### src/design/sst_pkg.sv
// ----------------------------------------------------------------------------
// sst_pkg
// Shared types and codes of the sorted set table: request kinds and the
// states of the table sequencer.
// ----------------------------------------------------------------------------
package sst_pkg;

   typedef enum logic [1:0] {
      KIND_ADD    = 2'd0,
      KIND_REMOVE = 2'd1,
      KIND_SEARCH = 2'd2
   } kind_type;

   typedef enum logic [3:0] {
      ST_IDLE,
      ST_SCAN_RD,
      ST_SCAN_CMP,
      ST_RESOLVE,
      ST_INS_RD,
      ST_INS_CMP,
      ST_INS_PUT,
      ST_REM_RD,
      ST_REM_CMP,
      ST_RESP
   } state_type;

endpackage

### src/design/sorted_set_table.sv
// ----------------------------------------------------------------------------
// sorted_set_table
// Set of distinct signed values kept in sorted order in a memory with one read and one write port.
// ----------------------------------------------------------------------------
// One request is handled at a time. A request (add, remove or search) first
// scans the stored values for a match; each entry visited is read from the
// memory into a register and then compared. A successful add then moves up
// the entries that sort after the new value, and a successful remove moves
// the following entries down, again by a read and then a write of each moved
// entry. The result waits in an output register, and the next request is
// taken as soon as the sequencer is back in idle. The store needs no clearing
// after reset: only entries below the count are ever read.
// The order bit may only be written while no request is in progress.
module sorted_set_table #(
   parameter int CAPACITY    = 128,
   parameter int VALUE_WIDTH = 32
) (
   input  logic                                 clock,
   input  logic                                 reset,
   // configuration write
   input  logic                                 csr_valid,
   output logic                                 csr_ready,
   input  logic                                 csr_wdata,   // descending_order
   // requests
   input  logic                                 req_tvalid,
   output logic                                 req_tready,
   input  logic [((VALUE_WIDTH + 7) / 8) * 8-1:0] req_tdata, // element_value
   input  logic [1:0]                           req_tuser,   // kind
   // results
   output logic                                 rsp_tvalid,
   input  logic                                 rsp_tready,
   // success, element_count[7:0], is_empty, is_full, zero fill
   output logic [15:0]                          rsp_tdata
);

   localparam int AW = (CAPACITY > 1) ? $clog2(CAPACITY) : 1;
   localparam int CW = $clog2(CAPACITY + 1);

   sst_pkg::state_type state_ff, state_in;

   logic [VALUE_WIDTH-1:0] mem [CAPACITY];
   logic                   mem_we;
   logic [AW-1:0]          mem_waddr;
   logic [VALUE_WIDTH-1:0] mem_wdata;
   logic [AW-1:0]          mem_raddr;
   logic [VALUE_WIDTH-1:0] rd_data_ff;

   logic                   desc_ff;
   logic [CW-1:0]          count_ff, count_in;
   logic [CW-1:0]          idx_ff, idx_in;
   logic [1:0]             kind_ff, kind_in;
   logic [VALUE_WIDTH-1:0] val_ff, val_in;
   logic                   found_ff, found_in;
   logic                   ok_ff, ok_in;
   logic                   rsp_valid_ff, rsp_valid_in;
   logic [15:0]            rsp_data_ff, rsp_data_in;
   logic [CW-1:0]          cnt_next;
   logic                   goes_before;
   logic                   is_full_next;

   assign csr_ready  = 1'b1;
   assign req_tready = (state_ff == sst_pkg::ST_IDLE);
   assign rsp_tvalid = rsp_valid_ff;
   assign rsp_tdata  = rsp_data_ff;

   assign goes_before = desc_ff ? ($signed(val_ff) > $signed(rd_data_ff))
                                : ($signed(val_ff) < $signed(rd_data_ff));

   // count after the current request
   always_comb begin
      cnt_next = count_ff;
      if (ok_ff && kind_ff == sst_pkg::KIND_ADD) begin
         cnt_next = count_ff + CW'(1);
      end else if (ok_ff && kind_ff == sst_pkg::KIND_REMOVE) begin
         cnt_next = count_ff - CW'(1);
      end
   end

   assign is_full_next = (cnt_next == CW'(CAPACITY));

   always_comb begin
      state_in     = state_ff;
      count_in     = count_ff;
      idx_in       = idx_ff;
      kind_in      = kind_ff;
      val_in       = val_ff;
      found_in     = found_ff;
      ok_in        = ok_ff;
      rsp_valid_in = rsp_valid_ff & ~rsp_tready;
      rsp_data_in  = rsp_data_ff;
      mem_we       = 1'b0;
      mem_waddr    = AW'(idx_ff);
      mem_wdata    = val_ff;
      mem_raddr    = AW'(idx_ff);
      unique case (state_ff)
         sst_pkg::ST_IDLE: begin
            if (req_tvalid) begin
               kind_in  = req_tuser;
               val_in   = req_tdata[VALUE_WIDTH-1:0];
               found_in = 1'b0;
               idx_in   = '0;
               state_in = (count_ff == '0) ? sst_pkg::ST_RESOLVE : sst_pkg::ST_SCAN_RD;
            end
         end
         sst_pkg::ST_SCAN_RD: begin
            mem_raddr = AW'(idx_ff);
            state_in  = sst_pkg::ST_SCAN_CMP;
         end
         sst_pkg::ST_SCAN_CMP: begin
            if (rd_data_ff == val_ff) begin
               found_in = 1'b1;
               state_in = sst_pkg::ST_RESOLVE;
            end else if ((idx_ff + CW'(1)) == count_ff) begin
               state_in = sst_pkg::ST_RESOLVE;
            end else begin
               idx_in   = idx_ff + CW'(1);
               state_in = sst_pkg::ST_SCAN_RD;
            end
         end
         sst_pkg::ST_RESOLVE: begin
            state_in = sst_pkg::ST_RESP;
            case (kind_ff)
               sst_pkg::KIND_ADD: begin
                  ok_in = ~found_ff && (count_ff != CW'(CAPACITY));
                  if (~found_ff && (count_ff != CW'(CAPACITY))) begin
                     idx_in   = count_ff;
                     state_in = (count_ff == '0) ? sst_pkg::ST_INS_PUT : sst_pkg::ST_INS_RD;
                  end
               end
               sst_pkg::KIND_REMOVE: begin
                  ok_in = found_ff;
                  if (found_ff && ((idx_ff + CW'(1)) != count_ff)) begin
                     state_in = sst_pkg::ST_REM_RD;
                  end
               end
               sst_pkg::KIND_SEARCH: begin
                  ok_in = found_ff;
               end
               default: begin
                  ok_in = 1'b0;
               end
            endcase
         end
         sst_pkg::ST_INS_RD: begin
            mem_raddr = AW'(idx_ff - CW'(1));
            state_in  = sst_pkg::ST_INS_CMP;
         end
         sst_pkg::ST_INS_CMP: begin
            mem_we    = 1'b1;
            mem_waddr = AW'(idx_ff);
            if (goes_before) begin
               mem_wdata = rd_data_ff;
               idx_in    = idx_ff - CW'(1);
               state_in  = (idx_ff == CW'(1)) ? sst_pkg::ST_INS_PUT : sst_pkg::ST_INS_RD;
            end else begin
               mem_wdata = val_ff;
               state_in  = sst_pkg::ST_RESP;
            end
         end
         sst_pkg::ST_INS_PUT: begin
            mem_we    = 1'b1;
            mem_waddr = AW'(idx_ff);
            mem_wdata = val_ff;
            state_in  = sst_pkg::ST_RESP;
         end
         sst_pkg::ST_REM_RD: begin
            mem_raddr = AW'(idx_ff + CW'(1));
            state_in  = sst_pkg::ST_REM_CMP;
         end
         sst_pkg::ST_REM_CMP: begin
            mem_we    = 1'b1;
            mem_waddr = AW'(idx_ff);
            mem_wdata = rd_data_ff;
            idx_in    = idx_ff + CW'(1);
            state_in  = ((idx_ff + CW'(2)) == count_ff) ? sst_pkg::ST_RESP : sst_pkg::ST_REM_RD;
         end
         sst_pkg::ST_RESP: begin
            if (~rsp_valid_ff || rsp_tready) begin
               count_in     = cnt_next;
               rsp_valid_in = 1'b1;
               rsp_data_in  = {5'b0, is_full_next, (cnt_next == '0), 8'(cnt_next), ok_ff};
               state_in     = sst_pkg::ST_IDLE;
            end
         end
         default: begin
            state_in = sst_pkg::ST_IDLE;
         end
      endcase
   end

   // value store
   always_ff @(posedge clock) begin
      if (mem_we) begin
         mem[mem_waddr] <= mem_wdata;
      end
      rd_data_ff <= mem[mem_raddr];
   end

   always_ff @(posedge clock) begin
      if (reset) begin
         state_ff     <= sst_pkg::ST_IDLE;
         count_ff     <= '0;
         desc_ff      <= 1'b0;
         rsp_valid_ff <= 1'b0;
      end else begin
         state_ff     <= state_in;
         count_ff     <= count_in;
         rsp_valid_ff <= rsp_valid_in;
         if (csr_valid && csr_ready) begin
            desc_ff <= csr_wdata;
         end
      end
   end

   always_ff @(posedge clock) begin
      idx_ff      <= idx_in;
      kind_ff     <= kind_in;
      val_ff      <= val_in;
      found_ff    <= found_in;
      ok_ff       <= ok_in;
      rsp_data_ff <= rsp_data_in;
   end

`ifndef SYNTH
   a_count_bound: assert property (@(posedge clock) disable iff (reset)
      count_ff <= CW'(CAPACITY))
      else $error("stored count above capacity");

   a_count_update: assert property (@(posedge clock) disable iff (reset)
      (!$past(reset) && !$stable(count_ff)) |-> $past(state_ff == sst_pkg::ST_RESP))
      else $error("count changed outside result stage");

   a_ins_index: assert property (@(posedge clock) disable iff (reset)
      (state_ff == sst_pkg::ST_INS_RD) |-> (idx_ff != '0 && idx_ff < CW'(CAPACITY)))
      else $error("insert move index out of range");

   a_rem_index: assert property (@(posedge clock) disable iff (reset)
      (state_ff == sst_pkg::ST_REM_RD) |-> ((idx_ff + CW'(1)) < count_ff))
      else $error("remove move reads beyond stored values");
`endif

endmodule

### config.mk
export PLATFORM = sky130hd
export DESIGN_NAME = sorted_set_table
export DESIGN_NICKNAME = d
export VERILOG_FILES = /design/src/design/sst_pkg.sv /design/src/design/sorted_set_table.sv
export SDC_FILE = /design/constraint.sdc
export NUM_CORES = 2
export LEC_CHECK = 0
export ABC_AREA = 1
export BUFFER_PORTS_ARGS = -buffer_cell sky130_fd_sc_hd__buf_4
export CAP_MARGIN = 5
export CORE_AREA = 2 2 756 758
export CTS_CLUSTER_DIAMETER = 200
export DETAILED_ROUTE_END_ITERATION = 10
export DIE_AREA = 0 0 758 760
export GPL_TIMING_DRIVEN = 0
export PLACE_DENSITY = 0.53
export SLEW_MARGIN = 10
export SYNTH_ARGS = -nofsm -noshare
export SYNTH_HDL_FRONTEND = slang
export SYNTH_SLANG_ARGS = --single-unit
### constraint.sdc
create_clock -name clock -period 10 [get_ports clock]
set_clock_uncertainty 0.1 [all_clocks]
set_input_delay 2 -clock clock [delete_from_list [all_inputs] [get_ports clock]]
set_output_delay 2 -clock clock [all_outputs]
set_load 0.1 [all_outputs]
==> impl_results.md <==
* Outcome: finished, violations left
* Failing checks: max-capacitance violations
* Setup_tns at 0 ns
* Slew headroom at 0.1993%
* Synthesis-stage register bit count at 4,197
* Final core occ at 35.30%
* CTS max path bufs at 4
* PD cells at 307.1 mW/mm^2
* Actual slew at the worst max-slew pin at 1.492 ns
* Critical path class: reg -> reg
* R2R cell count at 17
* Wire length per cell at 25.71 um
* Final WS setup at 3.421 ns
* Via count at 114,641
* CTS root buffer: clkbuf_16
* Drc violations at 0
* # hold bufs at CTS at 0
* Post-CTS Repair Setup Buffers at 0
* CTS Buf Count at 438
* Port Buffer Count at 51
* WHS Path Cells at 2
* Placer congestion estimate at 0.9404
* Vias in the first global route at 108,084
* Core area at 0.5677 mm^2
* Chip width at 758 um
* Area grow syn2layout at 18.10%
* Largest net degree at the start of global routing at 57
* First-pass GRT wire length at 816,000 um
* Initial Utilization at 29.89%
* Unrepaired setup endpoints after global routing: no
* Synth Warn # at 0
* Async set or reset register ratio after synthesis at 0%
* LEAKAGE at 0.07026 uW
* Worst Setup End Kind: flop
* H-tree depth at 5
* CTS Sinks at 4,197
* Initial antenna violation count at 41
* Synthesized cell area at 0.1697 mm^2
* Post-cts gate resize count at 0
* Total grt overflow at 0
* Post-route ant nets at 0
* Max Cap Viol at 2
* CP Data Arrival Time at 7.25 ns
* Crit start category: flop
* Worst hold start: state_ff[0]
* Netlist cell types at 47
* Fmax at 152.0 MHz
* Worst IR Drop VDD at 218.0 uV
* Synth Instances at 14,121
* GRT Resource Usage Total at 19.72%
* Total die area at 0.5761 mm^2
* First-pass DRT Iterations at 10
* Flop2flop setup slack at 3.42 ns
* Commonest register cell after synthesis: edfxtp_1
* DIE HEIGHT at 760 um
* Worst-path clk slew at 0.06 ns
* Post-Route WL at 586,400 um
* Max Slew Vio Count at 0
* Fillcell total at 55,343
* Layout cell share with drive strength beyond 1 at 11.35%
* I/O Pins at 59
* Period utilisation layout at 65.79%
* Mean area per synthesized cell at 12.02 um^2
* Worst hold path class: reg -> reg
* Worst flop-to-flop path startpoint: val_ff[31]
* Worst hold path endpoint: state_ff[0]
* Vias/cell at 5.026
* Minimum clock period at 6.579 ns
* Post-synth EDFFs at 4,151
* R2r endpoint: mem[85][4]
* Worst hold slack at 0.4451 ns
* Final setup vio count at 0
* DP HPWL at 432,500 um
* Clk_lat worst skew at 1.08 ns
* Number of cell rows at 277
* Post-synthesis sequential area ratio at 74.01%
* Max FO, Critical Path at 32
* Fin nets at 14,959
* DP Worst Slack at 3.475 ns
* Final Hold Violating Endpoints at 0
* DRT iter0 DRCs at 14,034
* Worst EP required at 10.67 ns
* TritonCTS clock tree: yes
==> cell usage in the layout (no fill, tap or decap), drive strengths merged <==
master    instances
nor2            130
xnor3             1
and3              1
nor4              1
nand2          4315
edfxtp         4151
clkinv          216
a21o              1
nor3             11
o221ai            9
o211ai            1
a22oi             1
o21a              2
nor3b             2
dfxtp            46
nand4            10
xor2             18
inv             219
ha               45
a31oi             2
bufinv           36
xnor2             6
diode            32
a21oi            31
nand2b            1
o21ai            49
clkinvlp          9
buf             998
clkbuf          788
conb              6
a211oi            5
o22ai             1
nand3          4129
nor4b             1
o41ai             1
==> synth_stat cells, drive strengths merged, types with 5 or more instances <==
cell,number,area (um^2)
nand2,4315,16210
nand4,10,62.56
a21oi,31,166.4
dfxtp,46,920.9
nor2,130,514.3
xnor2,6,52.55
nand3,4129,20670
inv,218,820.8
xor2,18,157.7
o21ai,49,249.0
clkbuf,239,897.1
buf,689,3406
a211oi,5,55.05
edfxtp,4151,124600
o221ai,9,78.83
nor3,11,55.05
ha,45,563.0
==> sequential cells by signal, summed over array words and instances (netlist names) <==
register / cells
count_ff: 8
state_ff: 4
rsp_tvalid: 1
kind_ff: 2
ok_ff: 1
rsp_tdata: 11
idx_ff: 8
rd_data_ff: 32
found_ff: 1
val_ff: 32
desc_ff: 1
mem: 4096
==> worst max path at each step <==
stage          startpoint          end
2_1_floorplan  val_ff[23]   mem[0][13]
3_3_place_gp   val_ff[31]  mem[30][17]
3_5_place_dp   val_ff[31]  mem[30][17]
4_1_cts        val_ff[31]  mem[28][17]
5_1_grt        val_ff[31]  mem[28][17]
6_report       val_ff[31]   mem[85][4]
==> cells by family after synthesis <==
group | synth area share [%]
AND/OR/NAND/NOR | 22.14
flip-flops | 74.01
buffers and inverters | 3.024
AO/OA/AOI/OAI | 0.3621
adder cells (fa/ha/maj) | 0.3318
XOR/XNOR | 0.1372
other | 0.004426
==> cell type report <==
cell class	count	area, um^2	area share [%]
Inverter	220	828.3	0.4133
Buffer	928	4327	2.159
Antenna cell	32	80.08	0.03996
Sequential cell	4197	125600	62.66
Multi-Input combinational cell	8780	39750	19.84
Clock buffer	549	11520	5.747
Timing Repair Buffer	309	6177	3.083
Tap cell	7533	9425	4.703
Clock inverter	260	2716	1.356
==> per-layer routing <==
| metal | vias to the layer above | track usage, % | wire, um |
|---|---|---|---|
| met2 | 4866 | 30.06 | 258900 |
| met1 | 56809 | 26.15 | 238000 |
| met3 | 983 | 5.273 | 58380 |
| met4 | 8 | 9.218 | 31050 |
| met5 | - | 0 | 55 |
| li1 | 51975 | - | - |
==> critical path, stage by stage (launching register included) <==
cell and delay (ns):
edfxtp_1 0.74, ha_1 0.64, nand2_1 0.18, inv_1 0.05, nor2_1 0.12, o21a_1 0.14, nand2_1 0.06, a21oi_2 0.64
nand3_1 0.16, nand3_1 0.16, nand2_1 0.06, nand2_1 0.65, nand2_1 0.47, clkbuf_2 0.52, o21ai_4 0.86, buf_12 0.28
buf_16 0.19, buf_12 0.20
==> through the flow <==
stage / cell area [um^2] / cells / power, uW
after global placement: 179500 / 21709 / 45170
after global routing: 200400 / 22792 / 63650
after detailed placement: 186100 / 21966 / 45030
after floorplan: 169700 / 14125 / 33610
final: 200400 / 22808 / 61540
after CTS: 200300 / 22775 / 61140
==> where the power goes <==
part	internal, uW	leakage (uW)	switching [uW]
clock	9130	0.00689	7180
combinational	5840	0.0257	18500
sequential	20700	0.0377	176
total	35700	0.0703	25800
No activity file was read; power rests on OpenSTA's default activity.
